`src/tcp_pkg.sv`:
```
// Shared types and constants of the terminal cursor positioner.
package tcp_pkg;

  // Largest pane dimension honoured; wider register values count as this.
  localparam int unsigned MaxDim = 1023;
  localparam logic [11:0] DimMax12 = 12'(MaxDim);

  // Configuration register indexes
  localparam int CfgIdxW = 3;
  typedef logic [CfgIdxW-1:0] cfg_idx_t;
  localparam cfg_idx_t CFG_SCREEN_WIDTH  = 3'd0;
  localparam cfg_idx_t CFG_SCREEN_HEIGHT = 3'd1;
  localparam cfg_idx_t CFG_REGION_TOP    = 3'd2;
  localparam cfg_idx_t CFG_REGION_BOTTOM = 3'd3;
  localparam cfg_idx_t CFG_ORIGIN_ENABLE = 3'd4;

  // Position request modes
  localparam logic [1:0] POS_ABS    = 2'd0;
  localparam logic [1:0] POS_REL    = 2'd1;
  localparam logic [1:0] POS_ORIGIN = 2'd2;

  // Region rules
  localparam logic [1:0] RULE_IGNORE      = 2'd0;
  localparam logic [1:0] RULE_UNCROSS     = 2'd1;
  localparam logic [1:0] RULE_ORIGIN_LOCK = 2'd2;

  // Scroll request bits and scroll kinds
  localparam int SCROLL_FWD_BIT  = 0;
  localparam int SCROLL_BACK_BIT = 1;
  localparam logic [1:0] SCROLL_NONE   = 2'd0;
  localparam logic [1:0] SCROLL_SCREEN = 2'd1;
  localparam logic [1:0] SCROLL_REGION = 2'd2;

  typedef struct packed {
    logic [9:0]  screen_width;
    logic [9:0]  screen_height;
    logic [9:0]  region_top;
    logic [10:0] region_bottom;
    logic        origin_enable;
  } cfg_t;

  typedef struct packed {
    logic [1:0]         x_mode;
    logic signed [11:0] x_value;
    logic [1:0]         y_mode;
    logic signed [11:0] y_value;
    logic [1:0]         scroll_mode;
    logic [1:0]         region_rule;
    logic               allow_right_edge;
  } cmd_t;

  typedef struct packed {
    logic [9:0]         cursor_col;
    logic [9:0]         cursor_row;
    logic [1:0]         scroll_kind;
    logic signed [12:0] scroll_count;
    logic [9:0]         scroll_top;
    logic [9:0]         scroll_bottom;
  } res_t;

endpackage

```
`src/tcp_step.sv`:
```
// Combinational cursor move: target, region bounds, scroll request and clamp.
module tcp_step (
  input  tcp_pkg::cfg_t  cfg_i,
  input  tcp_pkg::cmd_t  cmd_i,
  input  logic [9:0]     cur_col_i,
  input  logic [9:0]     cur_row_i,
  output tcp_pkg::res_t  res_o
);
  import tcp_pkg::*;

  always_comb begin
    logic [9:0]         w, h;
    logic               valid, origin, lock;
    logic signed [13:0] rt, rb, hs, ws, sr_top, sr_bot, cy, x, y, top, bottom, cnt, b;
    logic               do_scroll;

    w = ({2'b0, cfg_i.screen_width} > DimMax12) ? DimMax12[9:0] : cfg_i.screen_width;
    h = ({2'b0, cfg_i.screen_height} > DimMax12) ? DimMax12[9:0] : cfg_i.screen_height;
    rt = $signed({4'b0, cfg_i.region_top});
    rb = $signed({3'b0, cfg_i.region_bottom});
    hs = $signed({4'b0, h});
    ws = $signed({4'b0, w});
    cy = $signed({4'b0, cur_row_i});

    valid  = (rt < rb) && (rt < hs);
    origin = cfg_i.origin_enable && valid;
    sr_top = valid ? rt : 14'sd0;
    sr_bot = valid ? rb : hs;

    x = $signed({{2{cmd_i.x_value[11]}}, cmd_i.x_value});
    y = $signed({{2{cmd_i.y_value[11]}}, cmd_i.y_value});
    if (cmd_i.x_mode == POS_REL) x = x + $signed({4'b0, cur_col_i});
    if (cmd_i.y_mode == POS_REL) begin
      y = y + cy;
    end else if (cmd_i.y_mode == POS_ORIGIN && origin) begin
      y = y + rt;
    end

    // uncrossable: bounded when inside, or when the move would cross an edge
    lock = 1'b0;
    case (cmd_i.region_rule)
      RULE_UNCROSS: begin
        lock = (cy >= sr_top && y < sr_top) || (cy < sr_bot && y >= sr_bot) ||
               (cy < sr_bot && cy >= sr_top);
      end
      RULE_ORIGIN_LOCK: lock = origin;
      default:          lock = 1'b0;
    endcase
    top    = (lock && valid) ? sr_top : 14'sd0;
    bottom = (lock && valid) ? sr_bot : hs;

    do_scroll = 1'b0;
    cnt = 14'sd0;
    if (cmd_i.scroll_mode[SCROLL_BACK_BIT] && y < top) begin
      do_scroll = 1'b1;
      cnt = y - top;
    end else if (cmd_i.scroll_mode[SCROLL_FWD_BIT] && y >= bottom) begin
      do_scroll = 1'b1;
      cnt = y - bottom + 14'sd1;
    end

    b = (bottom > hs) ? hs : bottom;
    res_o.scroll_kind   = SCROLL_NONE;
    res_o.scroll_top    = '0;
    res_o.scroll_bottom = '0;
    if (do_scroll) begin
      if (top < b && !(top == 14'sd0 && b == hs)) begin
        res_o.scroll_kind   = SCROLL_REGION;
        res_o.scroll_top    = top[9:0];
        res_o.scroll_bottom = b[9:0];
      end else begin
        res_o.scroll_kind   = SCROLL_SCREEN;
        res_o.scroll_bottom = h;
      end
    end
    res_o.scroll_count = cnt[12:0];

    if (y >= bottom) y = bottom - 14'sd1;
    if (y < top) y = top;
    if (x >= ws) x = cmd_i.allow_right_edge ? ws : ws - 14'sd1;
    if (x < 14'sd0) x = 14'sd0;
    res_o.cursor_col = x[9:0];
    res_o.cursor_row = y[9:0];
  end

endmodule

```
`src/terminal_cursor_positioner_core.sv`:
```
// Top level of the terminal cursor positioner: stream ports, registers, cursor state.
//
// One cursor command enters on the s_axis channel and yields exactly one result
// on the m_axis channel, in order. A command sits in an input register while the
// move, scroll request and clamp are worked out, and the result is written to an
// output register that drives m_axis_tvalid; the command passes from the input
// register to the output register as soon as the latter is free or being read.
// One command per cycle is sustained while the receiver keeps m_axis_tready high;
// the rate is set by the single compute stage, whose cursor update must land
// before the next command is evaluated.
// The output register parts the two sides: while a result waits for
// m_axis_tready, one more command is still taken into the input register; after
// that s_axis_tready drops until the receiver takes the waiting result.
// Configuration (pane size, scroll region, origin mode) is written via cfg_we_i /
// cfg_idx_i / cfg_wdata_i only while no command is in flight, a rule for the user
// that the block does not enforce. Reset clears the cursor to the top left, empties
// both registers and loads the default 80 by 24 pane, no scroll region, origin off.
module terminal_cursor_positioner_core (
  input  logic                    clk_i,
  input  logic                    rst_ni,
  input  logic                    cfg_we_i,
  input  tcp_pkg::cfg_idx_t       cfg_idx_i,
  input  logic [10:0]             cfg_wdata_i,
  input  logic                    s_axis_tvalid,
  output logic                    s_axis_tready,
  // x_value[11:0], y_value[23:12], scroll_mode[25:24], region_rule[27:26],
  // allow_right_edge[28], zero fill
  input  logic [31:0]             s_axis_tdata,
  // x_mode[1:0], y_mode[3:2]
  input  logic [3:0]              s_axis_tuser,
  output logic                    m_axis_tvalid,
  input  logic                    m_axis_tready,
  // cursor_col[9:0], cursor_row[19:10], scroll_count[32:20], scroll_top[42:33],
  // scroll_bottom[52:43], zero fill
  output logic [55:0]             m_axis_tdata,
  // scroll_kind[1:0]
  output logic [1:0]              m_axis_tuser
);
  import tcp_pkg::*;

  cfg_t       cfg_q;
  cmd_t       cmd_in, cmd_q;
  res_t       res_d, res_q;
  logic       in_vld_q, out_vld_q;
  logic [9:0] cur_col_q, cur_row_q;
  logic       advance, take;

  assign advance       = in_vld_q && (!out_vld_q || m_axis_tready);
  assign s_axis_tready = !in_vld_q || advance;
  assign take          = s_axis_tvalid && s_axis_tready;

  always_comb begin
    cmd_in.x_mode           = s_axis_tuser[1:0];
    cmd_in.y_mode           = s_axis_tuser[3:2];
    cmd_in.x_value          = s_axis_tdata[11:0];
    cmd_in.y_value          = s_axis_tdata[23:12];
    cmd_in.scroll_mode      = s_axis_tdata[25:24];
    cmd_in.region_rule      = s_axis_tdata[27:26];
    cmd_in.allow_right_edge = s_axis_tdata[28];
  end

  tcp_step u_step (
    .cfg_i     (cfg_q),
    .cmd_i     (cmd_q),
    .cur_col_i (cur_col_q),
    .cur_row_i (cur_row_q),
    .res_o     (res_d)
  );

  always_ff @(posedge clk_i or negedge rst_ni) begin
    if (!rst_ni) begin
      cfg_q.screen_width  <= 10'd80;
      cfg_q.screen_height <= 10'd24;
      cfg_q.region_top    <= '0;
      cfg_q.region_bottom <= '0;
      cfg_q.origin_enable <= 1'b0;
    end else if (cfg_we_i) begin
      unique case (cfg_idx_i)
        CFG_SCREEN_WIDTH:  cfg_q.screen_width  <= cfg_wdata_i[9:0];
        CFG_SCREEN_HEIGHT: cfg_q.screen_height <= cfg_wdata_i[9:0];
        CFG_REGION_TOP:    cfg_q.region_top    <= cfg_wdata_i[9:0];
        CFG_REGION_BOTTOM: cfg_q.region_bottom <= cfg_wdata_i;
        CFG_ORIGIN_ENABLE: cfg_q.origin_enable <= cfg_wdata_i[0];
        default: ;
      endcase
    end
  end

  always_ff @(posedge clk_i or negedge rst_ni) begin
    if (!rst_ni) begin
      in_vld_q  <= 1'b0;
      out_vld_q <= 1'b0;
      cur_col_q <= '0;
      cur_row_q <= '0;
    end else begin
      if (take) begin
        in_vld_q <= 1'b1;
      end else if (advance) begin
        in_vld_q <= 1'b0;
      end
      if (advance) begin
        out_vld_q <= 1'b1;
        cur_col_q <= res_d.cursor_col;
        cur_row_q <= res_d.cursor_row;
      end else if (m_axis_tready) begin
        out_vld_q <= 1'b0;
      end
    end
  end

  always_ff @(posedge clk_i) begin
    if (take) cmd_q <= cmd_in;
    if (advance) res_q <= res_d;
  end

  assign m_axis_tvalid = out_vld_q;
  assign m_axis_tuser  = res_q.scroll_kind;
  assign m_axis_tdata  = {3'b0, res_q.scroll_bottom, res_q.scroll_top, res_q.scroll_count,
                          res_q.cursor_row, res_q.cursor_col};

`ifndef NO_ASSERTIONS
  a_ready_when_out_free: assert property (@(posedge clk_i) disable iff (!rst_ni)
    !out_vld_q |-> s_axis_tready) else $error("input stalled with free output");

  a_no_scroll_zero: assert property (@(posedge clk_i) disable iff (!rst_ni)
    (m_axis_tvalid && res_q.scroll_kind == SCROLL_NONE) |->
      (res_q.scroll_count == '0 && res_q.scroll_top == '0 && res_q.scroll_bottom == '0))
    else $error("scroll fields set without a scroll");

  a_region_nonempty: assert property (@(posedge clk_i) disable iff (!rst_ni)
    (m_axis_tvalid && res_q.scroll_kind == SCROLL_REGION) |->
      (res_q.scroll_top < res_q.scroll_bottom)) else $error("empty scroll region");

  a_cursor_follows: assert property (@(posedge clk_i) disable iff (!rst_ni)
    advance |=> (cur_col_q == res_q.cursor_col && cur_row_q == res_q.cursor_row))
    else $error("cursor state differs from issued result");
`endif

endmodule

```
`config.mk`:
```
export PLATFORM = sky130hd
export DESIGN_NAME = terminal_cursor_positioner_core
export DESIGN_NICKNAME = d
export VERILOG_FILES = /design/src/tcp_pkg.sv /design/src/tcp_step.sv /design/src/terminal_cursor_positioner_core.sv
export SDC_FILE = /design/constraint.sdc
export NUM_CORES = 1
export LEC_CHECK = 0
export ABC_AREA = 1
export BUFFER_PORTS_ARGS = -buffer_cell sky130_fd_sc_hd__buf_2
export CAP_MARGIN = 20
export CORE_UTILIZATION = 50
export CTS_CLUSTER_SIZE = 10
export DETAILED_ROUTE_END_ITERATION = 10
export PLACE_DENSITY = 0.81
export SLEW_MARGIN = 40
export SYNTH_ARGS = -nofsm -noshare
export SYNTH_HDL_FRONTEND = slang
export SYNTH_SLANG_ARGS = --single-unit
export TNS_END_PERCENT = 5
```
`constraint.sdc`:
```
create_clock -name clk_i -period 11.4 [get_ports clk_i]
set_input_delay 1.71 -clock clk_i [delete_from_list [all_inputs] [get_ports clk_i]]
set_output_delay 1.71 -clock clk_i [all_outputs]
set_load 0.1 [all_outputs]
```
==> results_dict.tcl <==
set metrics [dict create \
    status "complete, but fails checks" \
    violations "DRC" \
    ir_drop_mv 0.109 \
    hold_end "cfg_q[5]$_DFFE_PN0P_" \
    synthCells 1612 \
    p_int_w 0.00161 \
    max_freq_mhz 110 \
    slew-limit-headroom 0.434 \
    grtUsageTotal 0.273 \
    cts_tree "yes" \
    dieArea_um2 25400 \
    avgSynthCellArea_um2 7.69 \
    net-switching-power_w 0.00176 \
    ys_warn_count 0 \
    yosysMostFrequentCell "nand2_1" \
    slowest_delay_ns 0.62 \
    holdCritStartpoint "cfg_q[5]$_DFFE_PN0P_" \
    route.detailed.drc 1 \
    grt_pass1_wl_um 54200 \
    yosys-top-cells-area "edfxtp_1 (21%), ha_1 (15%), nand2_1 (14%)" \
    start_util 0.510 \
    antenna_found_initial 0 \
    cts_resized 0 \
    wl_um 34300 \
    tightest_slew_ns 0.841 \
    die_w_um 159 \
    pwr-share-comb 0.583 \
    synthArstFlopShare 0.421 \
    cp-end-kind "flip-flop" \
    cp-start-kind "flip-flop" \
    finalMaxSlewViolations 0 \
    ctsHoldBuffers 0 \
    grt_overflow 0 \
    post-cts-setup-buffers 0 \
    core_um2 24300 \
    seqPwrFrac 0.248 \
    clk_path_buf_depth 2 \
    cts_sinks 152 \
    worst_path_max_delay_cell "a21oi_1" \
    numCtsBuffers 17 \
    synth_cell_type_count 62 \
    r2r-end "m_axis_tdata[10]$_DFFE_PP_" \
    tns_ns 0 \
    leakage_nw 6.94 \
    vias_per_cell 5.48 \
    r2r_start "cfg_q[29]$_DFFE_PN0P_" \
    critPathKind "flip-flop to flip-flop" \
    cp_data_arrival_time_ns 9.28 \
    synth_edf_count 88 \
    maxCapViolations 0 \
    min_path_type "flip-flop to flip-flop" \
    ios 115 \
    routabilityCongestion 0.965 \
    power.density_nw_per_um2 245 \
    rsz0062_at_grt "no" \
    finClkSkew_ns 0.0141 \
    reg2reg_depth 50 \
    synthFlopType "edfxtp_1" \
    grt_pass1_vias 10751 \
    drive_above_1_share 0.129 \
    grt_max_degree 65 \
    yosysTopAreaCellShare 0.213 \
    clkPwrFrac 0.169 \
    drtAntennaViolNets 0 \
    clkTransAtPathRegs_ns 0.07 \
    netlist_area_um2 12400 \
    period_minus_slack_ns 9.08 \
    hpwl_um 26500 \
    ys_seq_area_frac 0.343 \
    cpMostUsedCell "nand2_1" \
    die_h_um 159 \
    wl_per_cell_um 16.7 \
    cp_max_fo 29 \
    holdPathStages 2 \
    required_ns 11.59 \
    finalSetupViolations 0 \
    synth_top_cell_by_area "edfxtp_1" \
    n_fill_cell 2257 \
    diodes 0 \
    htree_levels 4 \
    ys_top_cells_by_count "nand2_1 (462), inv_1 (203), ha_1 (153), o21ai_0 (121), nor2_1 (100)" \
    num_rows 57 \
    switching_share 0.521 \
    final_hold_viol_count 0 \
    io_buffers 108 \
    dr.pass1.iters 9 \
    ys_ff_latch 152 \
    vias 11230 \
    period_share 0.797 \
    layout.nets 1927 \
    root_buffer "clkbuf_16" \
    placed_cells 2017 \
    dr.first_iter.drc_count 800 \
    areaGrowthSynthToFinish_pct 11.2 \
    insertion_delay_ns 0.44 \
    stdcell_count 2049 \
    ff2ff_setup_slack_ns 2.32 \
]
-- final cells by class --
type	count	area [um2]	area share
multi-input combinational	1206	7130	0.517
sequential	152	4250	0.308
inverter	221	831	0.0603
timing repair buffer	114	587	0.0426
clock buffer	17	425	0.0309
tap	324	405	0.0294
clock inverter	15	151	0.0110
-- sequential cells by signal (all words and copies together) (netlist names) --
register and cells:
m_axis_tvalid 1, cfg_q 42, in_vld_q 1, cur_col_q 10, cmd_q 33, m_axis_tdata 53
cur_row_q 10, m_axis_tuser 2
-- layer usage --
layer,share of wire,vias to the layer above,global-route usage
met5,0,-,0
met4,0.050,0,0.150
met3,0.062,106,0.0380
met2,0.46,407,0.455
met1,0.43,5164,0.344
li1,-,5553,-
-- metrics by stage --
stage               power, W  utilization  setup slack, ns  hold WS (ns)  instance area [um2]
finish               0.00337        0.567             2.32         0.488                13800
global route         0.00363        0.567             1.68         0.521                13800
CTS                  0.00335        0.566             2.55         0.488                13800
detailed placement   0.00277        0.543             2.57         0.473                13200
global placement     0.00272        0.542             2.49         0.468                13200
floorplan            0.00235            -             4.35         0.453                12400
-- cells by family (layout without fill, tap and decap cells) --
group,after synthesis,after routing,synth area share
xor gates and xnor gates,33,33,0.0254
muxes,1,1,0.000808
buffers and inverters,256,367,0.0826
other,1,3,0.000303
adders and majority gates,160,160,0.166
AOI/OAI and AO/OA,275,275,0.127
and+or+nand+nor,734,734,0.255
DFF,152,152,0.343
-- placed cells by master, fill, tap and decap left out, types with 11 or more instances in the layout --
cell	synthesis	routed
nand4_1	18	18
xor2_1	21	21
nand2_2	13	14
inv_1	203	202
nand3_1	82	82
clkbuf_16	0	17
and2_1	11	11
buf_2	7	109
ha_1	153	153
inv_2	15	16
o21ai_1	10	14
nand2_1	462	461
dfrtp_1	60	60
o21ai_0	121	117
a21oi_1	82	82
nor2_1	100	100
edfxtp_1	88	88
-- how the worst max path moves through the flow --
stage                                startpoint                          to  cells after the start
after floorplan           cfg_q[26]$_DFFE_PN1P_  m_axis_tdata[10]$_DFFE_PP_                     58
after global placement    cfg_q[29]$_DFFE_PN0P_  m_axis_tdata[14]$_DFFE_PP_                     48
after detailed placement  cfg_q[29]$_DFFE_PN0P_  m_axis_tdata[10]$_DFFE_PP_                     50
after CTS                 cfg_q[29]$_DFFE_PN0P_  m_axis_tdata[10]$_DFFE_PP_                     50
after global routing      cfg_q[25]$_DFFE_PN1P_  m_axis_tdata[14]$_DFFE_PP_                     52
final                     cfg_q[29]$_DFFE_PN0P_  m_axis_tdata[10]$_DFFE_PP_                     50
-- power groups by stage --
stage | sequential, W | clock [W] | combinational, W
final | 0.000837 | 0.000569 | 0.00197
after global routing | 0.000846 | 0.000595 | 0.00219
after CTS | 0.000834 | 0.000572 | 0.00194
after floorplan | 0.00111 | 0 | 0.00124
after detailed placement | 0.000844 | 0 | 0.00193
after global placement | 0.000843 | 0 | 0.00188
-- critical path, delay by kind of cell (launching register included) --
kind,cells,cell delay (ns)
compound gates,10,2.19
fa+ha+maj,4,1.40
buf+inv,7,0.91
flops,1,0.51
simple gates,29,3.80
Power figures use the tool's default switching activity.
